[config.mk]
export PLATFORM = sky130hd
export DESIGN_NAME = sgns_mul
export DESIGN_NICKNAME = d
export VERILOG_FILES = /design/src/hw/rtl/sgns_mul.sv
export SDC_FILE = /design/constraint.sdc
export NUM_CORES = 1
export LEC_CHECK = 0
export ABC_AREA = 1
export BUFFER_PORTS_ARGS = -buffer_cell sky130_fd_sc_hd__buf_2
export CAP_MARGIN = 20
export CORE_MARGIN = 2
export CORE_UTILIZATION = 49
export DETAILED_ROUTE_END_ITERATION = 12
export PLACE_DENSITY = 0.66
export SLEW_MARGIN = 40
export SYNTH_ARGS = -nofsm -noshare
export SYNTH_HDL_FRONTEND = slang
export SYNTH_SLANG_ARGS = --single-unit
[constraint.sdc]
create_clock -name clock -period 10.9 [get_ports clock]
set_clock_uncertainty 0.2 [all_clocks]
set_input_delay 2.725 -clock clock [delete_from_list [all_inputs] [get_ports clock]]
set_output_delay 2.725 -clock clock [all_outputs]
set_load 0.01 [all_outputs]
[src/hw/rtl/sgns_mul.sv]
// Shared signed multiplier with a registered product.
// It serves the dot products, the sigmoid interpolation, the gradients and the updates.
`default_nettype none

module sgns_mul (
   input  wire logic               clock,
   input  wire logic signed [18:0] a,
   input  wire logic signed [16:0] b,
   output logic signed      [35:0] prod
);

   logic signed [35:0] prod_ff;

   always_ff @(posedge clock) begin
      prod_ff <= 36'(a * b);
   end

   assign prod = prod_ff;

endmodule

`default_nettype wire

After elaboration in Yosys (flattened, before gate mapping)

Cells that the tools add are included.
Widths: inputs -> output; s select.

$mul: 1

Operators by type and width:

| kind           | number |
|---|---|
| $mul 19x17->36 | 1 |

Bits in registers: 36
Input bits: 37
Output and inout bits: 36
Logic and storage cells: 2

Depth between registers and ports, before layout

Gate-level depths: netlist of the first run.

Depth in word-level cells: 1
Gate-level depth with buffers: 29

Worst setup path after synthesis of the first run

OpenSTA, ideal clock, no wires.

Kind: input port to flip-flop
Start: input port b[6]
End: register prod_ff[35] (netlist: prod[35])
Setup time: 0.112 ns
Data arrival time: 7.737 ns
Data required time: 10.588 ns
Slack: 2.851 ns
Cell stages on the path: 22
Path buffers: 2
Cell sequence: clkbuf_1 buf_1 nand2_1 fa_1 inv_1 fa_1 fa_1 inv_1 fa_1 fa_1 fa_1 inv_1 ha_1 inv_1 nor3_1 nand2_1 inv_1 nand2_1 nand2_1 a21oi_1 nand2_1 nand2_1

Word-level cells in the longest chain between the ends: 1

RTL lines:

| what                 | line | RTL |
|---|---|---|
| from (decl)          | 8    | `input wire logic signed [16:0] b,` |
| $mul 19x17->36       | 15   | `prod_ff <= 36'(a * b);` |
| to (signal assigned) | 15   |  |
| to (decl)            | 12   | `logic signed [35:0] prod_ff;` |

Every way passes these cells.

Final worst setup path of the first run

Start: input port b[3]
End: register prod_ff[32] (netlist: prod[32])

The elaborated chain is that of the path after synthesis.

==> impl_metrics.ini, run 1 <==
[finish]
final_util_pct = 52.3
largest_reg_flops = 36
regArea_um2 = 721
drive_gt1_share_pct = 5.38
area_delta_synth_final_pct = 5.21
multiInputGateArea_um2 = 10600
fillers = 2721
nets = 2274

[floorplanning]
pin_count = 73
initial_core_util_pct = 49.7
die_area_um2 = 29500
die_h_um = 172
core-area_um2 = 27700
std_cell_rows = 61
die_w_um = 172

[min_path]
hold_class = primary input to flop
min_path_cells = 3
min_to = prod[0]
worstHoldStart = a[0]

[critical_path]
critPathLaunchType = primary input
crit_type = primary input to flop
slowest_stage = fa_1
crit_required_ns = 10.88
critPathMaxStageDelay_ns = 0.88
crit_path_cell_trace = buf_2 > nand2_1 > inv_1 > fa_1 > fa_1 > fa_1 > fa_1 > fa_1 > inv_1 > fa_1 > inv_1 > ha_1 > nand2_1 > inv_1 > nand2_1 > nor3_1 > and2_1 > nand2_1 > nand3_1 > nand2_1
critical_path.max_fanout = 19
crit_top_cell = fa_1
worstPathArrival_ns = 8.10
crit_path_end_kind = flop

[synth]
synth_seq_cells = 36
ys_seq_area_share_pct = 5.23
synth_most_common_cell = inv_1
synth_top_area_share_pct = 47.4
synth_ff_type = dfxtp_1
synth_nets = 2267
syn_inst = 1815
synthTopCellsByArea = fa_1 47%, inv_1 16%, nand2_1 14%
ys_async_sr_fraction_pct = 0
synth_edf_count = 0
yosys.area.top_type = fa_1
synth.avg_cell_area_um2 = 7.59
synth_cell_types = 26
netlist_area_um2 = 13800
synth_common_cells = 590 x inv_1, 523 x nand2_1, 326 x fa_1
ys_warn_count = 0

[sta]
setup_viol = 0
fmax_ghz = 0.123
finalHoldViolations = 0
finalMaxSlewViolations = 0
whs_ns = 2.64
rsz0062_at_grt = no
tightest_slew_ns = 0.828
period_share_pct = 74.5
maxSlewHeadroom_pct = 44.8
setup_tns_ns = 0
min_period_ns = 8.12

[clocking]
numCtsBuffers = 5
path_clk_slew_ns = 0.06
cts-root-buf = clkbuf_16
tritoncts = yes
clockBufferDepth = 2
htree_levels = 2
postCtsSetupBuffers = 0
postCtsHoldBufs = 0
cts_sinks = 36
ctsResizeCount = 0

[grt]
antenna_found_initial = 1
track_usage_pct = 24.3
grt_max_degree = 21
grt.overflow.total = 0
grt_first_pass_wirelength_um = 55800
grt_pass1_vias = 11452

[drt]
wirelength_um = 32600
drt_iter0_markers = 542
drc_errors = 0
routed_via_density = 4.78
wl_per_cell_um = 14.8
vias = 10529
dr.pass1.iters = 6
antenna_left = 0

[status]
status = finished clean

[placement]
gp_congestion = 0.882
io_buffers = 72
hpwl_um = 28000

[flow_run]
cap_viol_max_count = 0
## metal layers
metal | vias to the layer above | global-route usage [%] | wire [um]
met5 | - | 0 | 0
met3 | 52 | 1.89 | 1110
met4 | 0 | 5.20 | 738
li1 | 4997 | - | -
met1 | 5274 | 29.4 | 13100
met2 | 206 | 46.9 | 17600
## area by class of cell
class	instances	area share (%)
timing repair buffer	72	2.49
antenna	1	0.0173
clock buffer	7	1.05
tap	378	3.26
sequential	36	4.97
multi-input combinational	1117	72.9
inverter	590	15.3
## cell usage in the layout (no fill, tap or decap)
cell type,n
a21o_1,3
a21oi_1,27
and2_1,2
and3_1,1
buf_2,72
clkbuf_16,5
clkbuf_8,2
dfxtp_1,36
diode_2,1
fa_1,326
ha_1,89
inv_1,590
nand2_1,523
nand2_2,8
nand2b_1,1
nand3_1,28
nand3_2,1
nand3b_1,2
nand4_1,8
nor2_1,57
nor2_2,6
nor3_1,3
nor3_2,1
o21ai_0,3
o21bai_1,6
or2_2,3
xnor2_1,4
xor2_1,15
## cell families (layout without fill, tap and decap cells)
logic type | Yosys count | after routing | share of synthesized area (%)
flip-flops | 36 | 36 | 5.23
adder cells (fa/ha/maj) | 415 | 415 | 55.4
AND/OR/NAND/NOR | 644 | 644 | 18.5
buffers and inverters | 662 | 669 | 18.0
XOR/XNOR | 19 | 19 | 1.21
AO/OA/AOI/OAI | 39 | 39 | 1.58
other | 0 | 1 | 0
## per-stage QoR
step / worst slack, ns / instance area, um2 / instances
2_1_floorplan: 2.85 / 13800 / 1815
3_3_place_gp: 2.57 / 14300 / 2193
3_5_place_dp: 2.49 / 14300 / 2193
4_1_cts: 2.77 / 14500 / 2200
5_1_grt: 2.39 / 14500 / 2201
6_report: 2.78 / 14500 / 2201
## critical path: cells and delay by family
family                   cells  cell delay (ns)
AND/OR/NAND/NOR              8             0.91
buffers and inverters        5             0.62
adder cells (fa/ha/maj)      7             3.81
## worst max path at each step
stage / from / end / slack, ns
final: b[3] / prod[32] / 2.78
after global placement: b[3] / prod[32] / 2.57
after CTS: b[3] / prod[32] / 2.77
after global routing: b[3] / prod[35] / 2.39
after detailed placement: b[3] / prod[32] / 2.49
after floorplan: b[6] / prod[35] / 2.85
Power of run 1 is not shown: default switching activity piles up to over one toggle a cycle in this logic, so the estimate is an artifact.
==> run 2: changes to the inputs <==
--- a/config.mk
+++ b/config.mk
@@ -11,7 +11,7 @@
 export CORE_MARGIN = 2
 export CORE_UTILIZATION = 49
 export DETAILED_ROUTE_END_ITERATION = 12
-export PLACE_DENSITY = 0.66
+export PLACE_DENSITY = 0.69
 export SLEW_MARGIN = 40
 export SYNTH_ARGS = -nofsm -noshare
 export SYNTH_HDL_FRONTEND = slang
==> constraint.sdc (replaced) <==
create_clock -name clock -period 7.1 [get_ports clock]
set_clock_uncertainty 0.2 [all_clocks]
set_input_delay 1.775 -clock clock [delete_from_list [all_inputs] [get_ports clock]]
set_output_delay 1.775 -clock clock [all_outputs]
set_load 0.01 [all_outputs]
==> impl_metrics.ini, run 2 (synthesis results as in run 1) <==
[status]
status = finished clean

[sta]
rsz0062_at_grt = no
finalMaxSlewViolations = 0
period_share_pct = 96.1
whs_ns = 1.77
maxSlewHeadroom_pct = 69.2
tightest_slew_ns = 0.462
setup_viol = 0
finalHoldViolations = 0
min_period_ns = 6.83
fmax_ghz = 0.147

[drt]
drc_errors = 0
wl_per_cell_um = 14.0
dr.pass1.iters = 6
routed_via_density = 4.79
antenna_left = 0
drt_iter0_markers = 674
wirelength_um = 32100
vias = 10967

[finish]
mostFrequentLayoutCells = 590 x inv_1, 523 x nand2_1, 325 x fa_1
regArea_um2 = 721
drive_gt1_share_pct = 9.89
largest_reg_flops = 36
fillers = 2600
mostFrequentLayoutCell = inv_1
multiInputGateArea_um2 = 10600
postLayoutCellArea_um2 = 15200
nets = 2362
area_delta_synth_final_pct = 10.5

[placement]
dpl-instance-area_um2 = 15100
gp_congestion = 0.895
io_buffers = 72
hpwl_um = 28600

[critical_path]
critical_path.max_fanout = 16
path_delay_family = adder cells
critPathLaunchType = primary input
slowest_stage = fa_1
crit_top_cell = nand2_1
crit_required_ns = 7.09
crit_path_end_kind = flop
crit_type = primary input to flop
worstPathArrival_ns = 6.81
critPathMaxStageDelay_ns = 0.54
crit_path_cell_trace = clkbuf_4 > nand2_1 > fa_1 > inv_1 > fa_2 > buf_4 > buf_4 > fa_1 > inv_1 > fa_1 > inv_1 > fa_1 > fa_1 > ha_1 > nand2_1 > nor3_1 > nand2_1 > inv_1 > nand2_1 > nand2_1 > a21oi_1 > nand2_1 > nand2_1
critPathBufInv = 7

[floorplanning]
std_cell_rows = 61
die_h_um = 172
core-area_um2 = 27700
die_w_um = 172
initial_core_util_pct = 49.7
die_area_um2 = 29500
pin_count = 73

[min_path]
hold_class = primary input to flop

[clocking]
cts-root-buf = clkbuf_16
tritoncts = yes
numCtsBuffers = 5
path_clk_slew_ns = 0.06
cts_sinks = 36
clockBufferDepth = 2
postCtsSetupBuffers = 0
htree_levels = 2

[grt]
grt_first_pass_wirelength_um = 55800
grt.overflow.total = 0
grt_max_degree = 20
track_usage_pct = 23.9
antenna_found_initial = 2
grt_pass1_vias = 11800

[flow_run]
cap_viol_max_count = 0
run 2: area by class of cell:
class,instances,area share (%)
well taps,378,3.11
repair buffers,160,7.13
clock buffers,5,0.822
diodes,2,0.0329
inverters,590,14.5
clock inverters,3,0.123
flip-flops and latches,36,4.73
multi-input cells,1117,69.5
run 2: repair_timing:
action | in CTS | in global routing
gates resized for setup | 0 | 8
setup endpoints to repair | 0 | 11
hold buffers | 0 | 0
run 2: final timing paths:
path	from	end	slack [ns]	depth (start not counted)
max	a[18]	prod[35]	0.27	23
min	a[0]	prod[0]	1.77	4
run 2: routing by layer:
layer	vias up	global-route usage (%)	wire length, um
met4	0	6.04	888
met1	5426	29.7	13000
met5	-	0	0
li1	5173	-	-
met3	65	2.58	1550
met2	303	44.2	16700
run 2: per-stage QoR:
stage                     setup TNS, ns  util [%]  cells  worst slack, ns
final                                 0      54.9   2291            0.275
after global routing                  0      54.9   2291          0.00518
after CTS                             0      54.8   2289            0.105
after detailed placement         -0.654      54.3   2281           -0.162
after global placement           -0.238      54.3   2281           -0.129
after floorplan                       0         -   1815          0.00113
Power of run 2 is left out for the same reason.
==> run 3: changes to the inputs <==
--- a/config.mk
+++ b/config.mk
@@ -11,6 +11,7 @@
 export CORE_MARGIN = 2
 export CORE_UTILIZATION = 49
 export DETAILED_ROUTE_END_ITERATION = 12
+export MAX_ROUTING_LAYER = met4
 export PLACE_DENSITY = 0.69
 export SLEW_MARGIN = 40
 export SYNTH_ARGS = -nofsm -noshare
==> impl_metrics.ini, run 3 (synthesis results as in run 1) <==
[clocking]
postCtsSetupBuffers = 0
cts-root-buf = clkbuf_16
tritoncts = yes
cts_sinks = 36
postCtsHoldBufs = 0
htree_levels = 2
path_clk_slew_ns = 0.06
ctsResizeCount = 0
clockBufferDepth = 2
numCtsBuffers = 5

[grt]
grt.overflow.total = 0
track_usage_pct = 25.2
grt_first_pass_wirelength_um = 56900
grt_max_degree = 20
antenna_found_initial = 2
grt_pass1_vias = 12139

[drt]
drt_iter0_markers = 676
wirelength_um = 32800
routed_via_density = 4.80
wl_per_cell_um = 14.3
antenna_left = 0
drc_errors = 0
dr.pass1.iters = 5
vias = 10989

[floorplanning]
core-area_um2 = 27700
std_cell_rows = 61
initial_core_util_pct = 49.7
pin_count = 73
die_area_um2 = 29500
die_w_um = 172
die_h_um = 172

[finish]
final_util_pct = 55.0
postLayoutCellArea_um2 = 15200
nets = 2359
mostFrequentLayoutCell = inv_1
largest_reg_flops = 36
mostFrequentLayoutCells = 590 x inv_1, 522 x nand2_1, 325 x fa_1
drive_gt1_share_pct = 9.91
area_delta_synth_final_pct = 10.5

[critical_path]
crit_type = primary input to flop
cp-endpoint = prod[32]
critPathLaunchType = primary input
critical_path.max_fanout = 12
slowest_stage = fa_2
startpoint = b[3]
crit_path_end_kind = flop
critPathBufInv = 6
crit_required_ns = 7.09
path_depth = 21
critPathMaxStageDelay_ns = 0.60
path_delay_family = adder cells
worstPathArrival_ns = 6.82
crit_path_cell_trace = buf_2 > nand2_1 > inv_1 > fa_1 > fa_2 > buf_4 > fa_1 > fa_1 > fa_1 > inv_1 > fa_1 > inv_1 > ha_1 > nand2_1 > inv_1 > nand2_1 > nor3_2 > and2_1 > nand2_1 > nand3_1 > nand2_1

[sta]
fmax_ghz = 0.146
maxSlewHeadroom_pct = 70.5
setup_viol = 0
period_share_pct = 96.3
tightest_slew_ns = 0.442
min_period_ns = 6.84
rsz0062_at_grt = no
fin_ws_ns = 0.262
whs_ns = 1.76
finalHoldViolations = 0
finalMaxSlewViolations = 0

[flow_run]
cap_viol_max_count = 0

[placement]
io_buffers = 72
dpl-instance-area_um2 = 15000
dp_slack_ns = -0.184
hpwl_um = 29400
gp_congestion = 0.956

[min_path]
hold_class = primary input to flop
worstHoldStart = a[0]

[status]
status = finished clean
## run 3: metal layers
layer  global-route usage (%)  up-vias  wire length, um
met5                        -        -                0
met3                     1.54       79             1400
met2                     47.1      318            17500
met4                     6.45        0              977
li1                         -     5165                -
met1                     29.6     5427            12900
## run 3: worst min-delay path, delay by kind of cell
kind / cells / cell delay, ns
buffers and inverters: 3 / 0.35
AND/OR/NAND/NOR: 1 / 0.07
## run 3: worst min-delay path by stage
stage	end	slack [ns]	depth (start not counted)
floorplan	prod[0]	1.88	0
global placement	prod[25]	1.97	1
detailed placement	prod[14]	1.97	1
CTS	prod[0]	1.75	4
global route	prod[0]	1.78	4
finish	prod[0]	1.76	4
## run 3: layout make-up
| class | instances | area (um2) |
|---|---|---|
| Fill cell | 2645 | 12500 |
| Multi-Input combinational cell | 1117 | 10600 |
| Inverter | 590 | 2210 |
| Timing Repair Buffer | 157 | 1060 |
| Sequential cell | 36 | 721 |
| Tap cell | 378 | 473 |
| Clock buffer | 5 | 125 |
| Clock inverter | 3 | 42.5 |
| Antenna cell | 1 | 2.50 |
## run 3: metrics by stage
stage,std cells,setup TNS (ns)
finish,2287,0
global route,2287,0
CTS,2286,0
detailed placement,2278,-0.607
global placement,2278,-0.233
floorplan,1815,0
Power of run 3 is left out for the same reason.
